**config.mk**
```make
export PLATFORM = sky130hd
export DESIGN_NAME = lru_key_value_cache_flat
export DESIGN_NICKNAME = d
export VERILOG_FILES = /design/src/design/lkv_pkg.sv /design/src/design/lkv_intf.sv /design/src/design/lru_key_value_cache.sv /design/src/flat_wrapper.sv
export SDC_FILE = /design/constraint.sdc
export NUM_CORES = 2
export LEC_CHECK = 0
export BUFFER_PORTS_ARGS = -buffer_cell sky130_fd_sc_hd__buf_2
export CAP_MARGIN = 20
export CORE_AREA = 2 2 318 320
export DETAILED_ROUTE_END_ITERATION = 6
export DIE_AREA = 0 0 320 322
export PLACE_DENSITY = 0.69
export RECOVER_POWER = 25
export SYNTH_ARGS = -nofsm -noshare
export SYNTH_HDL_FRONTEND = slang
export SYNTH_SLANG_ARGS = --single-unit
```
**constraint.sdc**
```tcl
create_clock -name clk -period 16.3 [get_ports clk]
set_clock_uncertainty 0.2 [all_clocks]
set_input_delay 0.815 -clock clk [delete_from_list [all_inputs] [get_ports clk]]
set_output_delay 0.815 -clock clk [all_outputs]
set_load 0.05 [all_outputs]
```
**src/design/lkv_pkg.sv**
```systemverilog
// Shared constants and types for the LRU key-value cache.
package lkv_pkg;

	localparam int ENTRIES = 16;
	localparam int IDX_W   = (ENTRIES > 1) ? $clog2(ENTRIES) : 1;
	localparam int CNT_W   = $clog2(ENTRIES + 1);
	localparam int CAP_W   = 5;
	localparam int CMP_W   = (CAP_W > CNT_W) ? CAP_W : CNT_W;
	localparam int DATA_W  = 32;

	localparam logic signed [DATA_W-1:0] MISS_VALUE = '1;
	localparam logic signed [DATA_W-1:0] PUT_VALUE  = '0;

	typedef enum logic [0:0] {
		FUNC_GET = 1'b0,
		FUNC_PUT = 1'b1
	} func_t;

	typedef logic [IDX_W-1:0] idx_t;
	typedef logic [CNT_W-1:0] cnt_t;

endpackage

```
**src/design/lkv_intf.sv**
```systemverilog
// Request, response and configuration channel interfaces of the LRU key-value cache.
interface lkv_req_if;
	logic                                 valid;
	logic                                 ready;
	lkv_pkg::func_t                       func;
	logic signed [lkv_pkg::DATA_W-1:0]    key;
	logic signed [lkv_pkg::DATA_W-1:0]    value;

	modport source (output valid, func, key, value, input ready);
	modport sink   (input valid, func, key, value, output ready);
endinterface

interface lkv_rsp_if;
	logic                                 valid;
	logic                                 ready;
	logic                                 hit;
	logic signed [lkv_pkg::DATA_W-1:0]    read_value;

	modport source (output valid, hit, read_value, input ready);
	modport sink   (input valid, hit, read_value, output ready);
endinterface

interface lkv_cfg_if;
	logic                                 valid;
	logic                                 ready;
	logic [lkv_pkg::CAP_W-1:0]            capacity;

	modport source (output valid, capacity, input ready);
	modport sink   (input valid, capacity, output ready);
endinterface

```
**src/design/lru_key_value_cache.sv**
```systemverilog
// Fully associative key-value cache with least-recently-used replacement.
//
//  channel | dir | payload                      | accepted when
//  --------+-----+------------------------------+---------------------
//  req     | in  | func, key, value             | req.valid & req.ready
//  rsp     | out | hit, read_value              | rsp.valid & rsp.ready
//  cfg     | in  | capacity                     | cfg.valid & cfg.ready
//
// Two register stages: the request register, then the response register. Lookup,
// rank update and table write happen in the cycle an item leaves the request register,
// so one item per cycle is sustained while the response side does not stall.
// Reset clears all valid bits, ranks, the occupancy count and sets capacity to 16.
// A stalled response holds the request stage; req.ready drops only when both stages
// are full and rsp.ready is low. cfg.ready is always high.
module lru_key_value_cache (
	input  logic            clk,
	input  logic            arst_n,
	lkv_req_if.sink         req,
	lkv_rsp_if.source       rsp,
	lkv_cfg_if.sink         cfg
);

	localparam int N = lkv_pkg::ENTRIES;

	// Table
	logic signed [lkv_pkg::DATA_W-1:0] key_q   [N];
	logic signed [lkv_pkg::DATA_W-1:0] value_q [N];
	logic [N-1:0]                      valid_q;
	lkv_pkg::idx_t                     rank_q  [N];
	lkv_pkg::cnt_t                     count_q;
	logic [lkv_pkg::CAP_W-1:0]         capacity_q;

	// Request stage
	logic                              valid_s1;
	lkv_pkg::func_t                    func_s1;
	logic signed [lkv_pkg::DATA_W-1:0] key_s1;
	logic signed [lkv_pkg::DATA_W-1:0] value_s1;

	// Response stage
	logic                              valid_s2;
	logic                              hit_s2;
	logic signed [lkv_pkg::DATA_W-1:0] read_value_s2;

	logic                              out_free;
	logic                              adv_s1;
	logic                              req_acc;
	logic [N-1:0]                      match_vec;
	logic [N-1:0]                      victim_vec;
	logic [N-1:0]                      age_vec;
	logic                              hit;
	logic                              is_put;
	logic                              upd;
	logic                              room;
	logic [lkv_pkg::CAP_W-1:0]         cap_min1;
	lkv_pkg::idx_t                     hit_idx;
	lkv_pkg::idx_t                     free_idx;
	lkv_pkg::idx_t                     victim_idx;
	lkv_pkg::idx_t                     slot;
	lkv_pkg::idx_t                     old_rank;
	lkv_pkg::idx_t                     lru_rank;
	logic signed [lkv_pkg::DATA_W-1:0] read_value_d;

	assign out_free  = !valid_s2 || rsp.ready;
	assign adv_s1    = valid_s1 && out_free;
	assign req.ready = !valid_s1 || out_free;
	assign req_acc   = req.valid && req.ready;
	assign cfg.ready = 1'b1;

	assign rsp.valid      = valid_s2;
	assign rsp.hit        = hit_s2;
	assign rsp.read_value = read_value_s2;

	assign is_put   = (func_s1 == lkv_pkg::FUNC_PUT);
	assign lru_rank = lkv_pkg::IDX_W'(count_q - lkv_pkg::CNT_W'(1));
	assign cap_min1 = (capacity_q == '0) ? lkv_pkg::CAP_W'(1) : capacity_q;
	assign room     = (lkv_pkg::CMP_W'(count_q) < lkv_pkg::CMP_W'(cap_min1))
		&& (count_q < lkv_pkg::CNT_W'(N));

	always_comb begin
		for (int i = 0; i < N; i++) begin
			match_vec[i]  = valid_q[i] && (key_q[i] == key_s1);
			victim_vec[i] = valid_q[i] && (rank_q[i] == lru_rank);
		end
	end

	// Lowest index wins in each search
	always_comb begin
		hit_idx    = '0;
		free_idx   = '0;
		victim_idx = '0;
		for (int i = N - 1; i >= 0; i--) begin
			if (match_vec[i]) begin
				hit_idx = lkv_pkg::IDX_W'(i);
			end
			if (!valid_q[i]) begin
				free_idx = lkv_pkg::IDX_W'(i);
			end
			if (victim_vec[i]) begin
				victim_idx = lkv_pkg::IDX_W'(i);
			end
		end
	end

	assign hit      = |match_vec;
	assign upd      = hit || is_put;
	assign old_rank = rank_q[hit_idx];
	assign slot     = hit ? hit_idx : (room ? free_idx : victim_idx);

	// Age every valid entry more recent than the promoted one; on insert age all others
	always_comb begin
		for (int i = 0; i < N; i++) begin
			age_vec[i] = upd && valid_q[i] && (lkv_pkg::IDX_W'(i) != slot)
				&& (!hit || (rank_q[i] < old_rank));
		end
	end

	always_comb begin
		if (is_put) begin
			read_value_d = lkv_pkg::PUT_VALUE;
		end else if (hit) begin
			read_value_d = value_q[hit_idx];
		end else begin
			read_value_d = lkv_pkg::MISS_VALUE;
		end
	end

	always_ff @(posedge clk or negedge arst_n) begin
		if (!arst_n) begin
			valid_s1   <= 1'b0;
			valid_s2   <= 1'b0;
			valid_q    <= '0;
			count_q    <= '0;
			capacity_q <= lkv_pkg::CAP_W'(16);
			for (int i = 0; i < N; i++) begin
				rank_q[i] <= '0;
			end
		end else begin
			if (cfg.valid && cfg.ready) begin
				capacity_q <= cfg.capacity;
			end
			if (req_acc) begin
				valid_s1 <= 1'b1;
			end else if (adv_s1) begin
				valid_s1 <= 1'b0;
			end
			if (out_free) begin
				valid_s2 <= valid_s1;
			end
			if (adv_s1 && upd) begin
				valid_q[slot] <= 1'b1;
				for (int i = 0; i < N; i++) begin
					if (lkv_pkg::IDX_W'(i) == slot) begin
						rank_q[i] <= '0;
					end else if (age_vec[i]) begin
						rank_q[i] <= rank_q[i] + lkv_pkg::IDX_W'(1);
					end
				end
				if (!hit && room) begin
					count_q <= count_q + lkv_pkg::CNT_W'(1);
				end
			end
		end
	end

	always_ff @(posedge clk) begin
		if (req_acc) begin
			func_s1  <= req.func;
			key_s1   <= req.key;
			value_s1 <= req.value;
		end
		if (adv_s1) begin
			hit_s2        <= hit;
			read_value_s2 <= read_value_d;
		end
		if (adv_s1 && is_put) begin
			key_q[slot]   <= key_s1;
			value_q[slot] <= value_s1;
		end
	end

	a_count_tracks_valid: assert property (@(posedge clk) disable iff (!arst_n)
		count_q == lkv_pkg::CNT_W'($countones(valid_q)))
		else $error("occupancy count disagrees with valid bits");

	a_unique_match: assert property (@(posedge clk) disable iff (!arst_n)
		valid_s1 |-> $onehot0(match_vec))
		else $error("key stored in more than one entry");

	a_victim_found: assert property (@(posedge clk) disable iff (!arst_n)
		(adv_s1 && is_put && !hit && !room) |-> $onehot(victim_vec))
		else $error("no unique least recent entry on eviction");

	a_room_when_empty: assert property (@(posedge clk) disable iff (!arst_n)
		(count_q == '0) |-> room)
		else $error("empty table reports no room");

	a_get_miss_value: assert property (@(posedge clk) disable iff (!arst_n)
		(adv_s1 && !is_put && !hit) |=> (read_value_s2 == lkv_pkg::MISS_VALUE) && !hit_s2)
		else $error("get miss did not return the miss value");

endmodule

```
**src/flat_wrapper.sv**
```systemverilog
// flat-port wrapper written by rule: the top's interface ports become plain ports
module lru_key_value_cache_flat 
  (clk, arst_n, req_valid, req_func, req_key, req_value, req_ready, rsp_valid, rsp_hit, rsp_read_value, rsp_ready, cfg_valid, cfg_capacity, cfg_ready);
  lkv_req_if req_i ();
  lkv_rsp_if rsp_i ();
  lkv_cfg_if cfg_i ();
  input  logic clk;
  input  logic arst_n;
  input wire logic [$bits(req_i.valid)-1:0] req_valid;
  input wire logic [$bits(req_i.func)-1:0] req_func;
  input wire logic [$bits(req_i.key)-1:0] req_key;
  input wire logic [$bits(req_i.value)-1:0] req_value;
  output wire logic [$bits(req_i.ready)-1:0] req_ready;
  output wire logic [$bits(rsp_i.valid)-1:0] rsp_valid;
  output wire logic [$bits(rsp_i.hit)-1:0] rsp_hit;
  output wire logic [$bits(rsp_i.read_value)-1:0] rsp_read_value;
  input wire logic [$bits(rsp_i.ready)-1:0] rsp_ready;
  input wire logic [$bits(cfg_i.valid)-1:0] cfg_valid;
  input wire logic [$bits(cfg_i.capacity)-1:0] cfg_capacity;
  output wire logic [$bits(cfg_i.ready)-1:0] cfg_ready;
  assign req_i.valid = req_valid;
  assign req_i.func = req_func;
  assign req_i.key = req_key;
  assign req_i.value = req_value;
  assign req_ready = req_i.ready;
  assign rsp_valid = rsp_i.valid;
  assign rsp_hit = rsp_i.hit;
  assign rsp_read_value = rsp_i.read_value;
  assign rsp_i.ready = rsp_ready;
  assign cfg_i.valid = cfg_valid;
  assign cfg_i.capacity = cfg_capacity;
  assign cfg_ready = cfg_i.ready;
  lru_key_value_cache u_core (.clk(clk), .arst_n(arst_n), .req(req_i), .rsp(rsp_i), .cfg(cfg_i));
endmodule
```
==> impl_metrics.env <==
export IMPL_grt_max_degree=148
export IMPL_clkLatencyLatePin_ns=0.75
export IMPL_final_nets=4156
export IMPL_cts_repair_resized=0
export IMPL_antennaDiodeCount=0
export IMPL_placed_cell_area_mm2=0.0571
export IMPL_synth_top_cell_area_share_pct=61.0
export IMPL_synthFlopType="edfxtp_1"
export IMPL_drc=0
export IMPL_cp_required_ns=16.76
export IMPL_worstSetupPathType="reg -> reg"
export IMPL_power_leakage_nw=21.1
export IMPL_finalNonFillerCells=5407
export IMPL_place_congestion=0.889
export IMPL_fin_area_mm2=0.0612
export IMPL_r2r_end="u_core.rank_q[22]"
export IMPL_path_max_fanout=62
export IMPL_synthArstFlopShare_pct=7.58
export IMPL_fin_util_pct=61.5
export IMPL_wire_per_inst_um=26.1
export IMPL_synthCells=3884
export IMPL_fin_crit_sh_pct=48.2
export IMPL_rr_worst_depth=21
export IMPL_cts_made_buffers=130
export IMPL_fillers=7535
export IMPL_slew_headroom_pct=-22.4
export IMPL_synth_distinct_cells=92
export IMPL_min_path_type="in -> reg"
export IMPL_vias_per_cell=6.24
export IMPL_firstDrtPassIters=6
export IMPL_placed_cells=5174
export IMPL_die_h_um=322
export IMPL_io_buffers=109
export IMPL_worst_pin_slew_ns=1.84
export IMPL_num_rows=116
export IMPL_htreeDepth=4
export IMPL_final_max_slew_violation_count=23
export IMPL_finalSetupViolCount=0
export IMPL_drtIter0Drc=3866
export IMPL_drive_gt1_share_pct=13.0
export IMPL_clock_sinks=1214
export IMPL_ff_latch_area_mm2=0.0360
export IMPL_syn_area_per_cell_um2=14.2
export IMPL_dpl_hpwl_mm=80.9
export IMPL_yosysSeqAreaShare_pct=65.1
export IMPL_track_usage_pct=27.4
export IMPL_synth_area_top_cells="edfxtp_1, xor2_1, dfrtp_1"
export IMPL_ant_nets=0
export IMPL_holdPathEnd="u_core.value_s1[3]"
export IMPL_synth_nets=4029
export IMPL_start_util_pct=55.5
export IMPL_grt_antenna_before_repair=2
export IMPL_finalSetupTns_ns=0
export IMPL_syn_area_mm2=0.0553
export IMPL_synth_edf_count=1122
export IMPL_dp_slack_ns=9.23
export IMPL_synth_most_common_cell="edfxtp_1"
export IMPL_clk_pin_slew_ns=0.06
export IMPL_worstHoldStart="req_value[3]"
export IMPL_vdd_drop_max_mv=0.148
export IMPL_violations="max-capacitance violations, max-slew violations"
export IMPL_multi_input_comb_area_mm2=0.0182
export IMPL_syn_to_final_growth_pct=10.7
export IMPL_drv_cap=1
export IMPL_clockRootBuffer="clkbuf_16"
export IMPL_cp_data_arrival_time_ns=8.32
export IMPL_yosys_top_cells_count="edfxtp_1, xor2_1, nand2_1, mux2i_1, nor4_1"
export IMPL_clk_path_buf_depth=3
export IMPL_end_kind="flop"
export IMPL_ios=111
export IMPL_power_per_cell_area_mw_per_mm2=138
export IMPL_globalRouteOverflowTotal=0
export IMPL_r2r_slack_ns=8.44
export IMPL_r2r_start="u_core.key_s1[19]"
export IMPL_setup_ws_ns=8.44
export IMPL_critPathLaunchType="flop"
export IMPL_yosys_warnings=0
export IMPL_core_mm2=0.0996
export IMPL_hold_viol=0
export IMPL_die_area_mm2=0.103
export IMPL_rsz0062_at_grt="no"
export IMPL_max_freq_ghz=0.127
export IMPL_grt_pass1_vias=32800
export IMPL_wirelength_mm=141
export IMPL_period_minus_slack_ns=7.86
export IMPL_cts_tree="yes"
export IMPL_vias=33800
export IMPL_run_status="finished with violations"
export IMPL_grt_pass1_wl_mm=209
export IMPL_min_path_cells=1
export IMPL_yosysTopAreaCell="edfxtp_1"
export IMPL_ys_ff_latch=1214
export IMPL_die_w_um=320
==> per-layer routing <==
metal	GRT usage, %	share of wire (%)
met1	40.3	44
met2	42.2	45
met3	3.89	7.9
met4	8.98	2.7
met5	0	0
==> cells in the final DEF (no fill, tap or decap), drive strengths merged, types with 53 or more instances in the layout <==
| master | count |
|---|---|
| a21oi | 144 |
| buf | 176 |
| clkbuf | 182 |
| clkinv | 53 |
| dfrtp | 91 |
| edfxtp | 1122 |
| ha | 70 |
| mux2 | 114 |
| mux2i | 176 |
| nand2 | 236 |
| nand3 | 95 |
| nand4 | 76 |
| nor2 | 135 |
| nor4 | 177 |
| o21ai | 133 |
| xnor2 | 134 |
| xor2 | 439 |
==> power by group <==
part / internal, mW / switching (mW) / total [mW]
combinational: 0.618 / 1.03 / 1.64
clock: 1.63 / 1.20 / 2.83
sequential: 3.75 / 0.235 / 3.98
==> through the flow <==
stage / power [mW] / hold WS, ns
final: 8.45 / 0.0502
after floorplan: 5.14 / 0.249
after detailed placement: 5.65 / 0.273
after CTS: 8.47 / 0.0125
after global routing: 8.77 / 0.0234
after global placement: 5.62 / 0.257
==> flip-flops by register name (all words and copies together), names as in the netlist, 16 cells and up <==
register / count
u_core.rsp.read_value: 32
u_core.key_s1: 32
u_core.rank_q: 64
u_core.value_s1: 32
u_core.value_q: 512
u_core.valid_q: 16
u_core.key_q: 512
==> critical path, cell delays in order (launching register included) <==
cell and delay, ns:
edfxtp_1 0.34, clkbuf_1 1.30, xor2_1 0.25, nor4_1 0.34
nand4_1 0.18, or3_1 0.56, nand2_1 0.15, a221oi_1 0.09
o21ai_4 0.45, buf_4 0.84, mux2_2 0.41, o21ai_0 0.15
o21ai_0 0.10, o21ai_1 0.35, buf_4 0.33, ha_1 0.31
and3_1 0.20, a221oi_1 0.28, o2111ai_1 0.15, a31oi_1 0.41
and3b_1 0.22, a221o_1 0.10
==> area by class of cell <==
type	instances	share of cell area (%)
tap	1298	2.65
clock inverter	65	0.899
multi-input combinational	2433	29.7
inverter	38	0.233
timing repair buffer	194	1.97
clock buffer	165	5.75
sequential	1214	58.8
==> logic make-up (layout without fill, tap and decap cells) <==
logic type	after synthesis	after routing	share of synthesized area (%)
xor+xnor	592	592	9.87
mux	291	291	5.55
flops	1214	1214	65.1
buf+inv	237	462	2.34
fa+ha+maj	70	70	1.58
simple gates	949	949	9.15
other cells	1	1	0.00678
compound gates	530	530	6.38
==> worst max-delay path by stage <==
stage,from,to,slack (ns),cells after the start
after floorplan,u_core.count_q[0],u_core.key_q[4][0],7.52,16
after global placement,u_core.key_s1[28],u_core.rsp.read_value[11],9.31,16
after detailed placement,u_core.key_s1[28],u_core.rank_q[38],9.23,21
after CTS,u_core.key_s1[28],u_core.rank_q[42],9.15,21
after global routing,u_core.key_s1[19],u_core.rank_q[54],8.08,21
final,u_core.key_s1[19],u_core.rank_q[22],8.44,21
==> what timing repair did <==
action                                  4_1_cts  5_1_grt
hold buffers                                  1        0
setup buffers                                 0        0
hold endpoints to repair                     20        0
endpoints found under the setup margin        0        0
No activity file was read; power rests on OpenSTA's default activity.
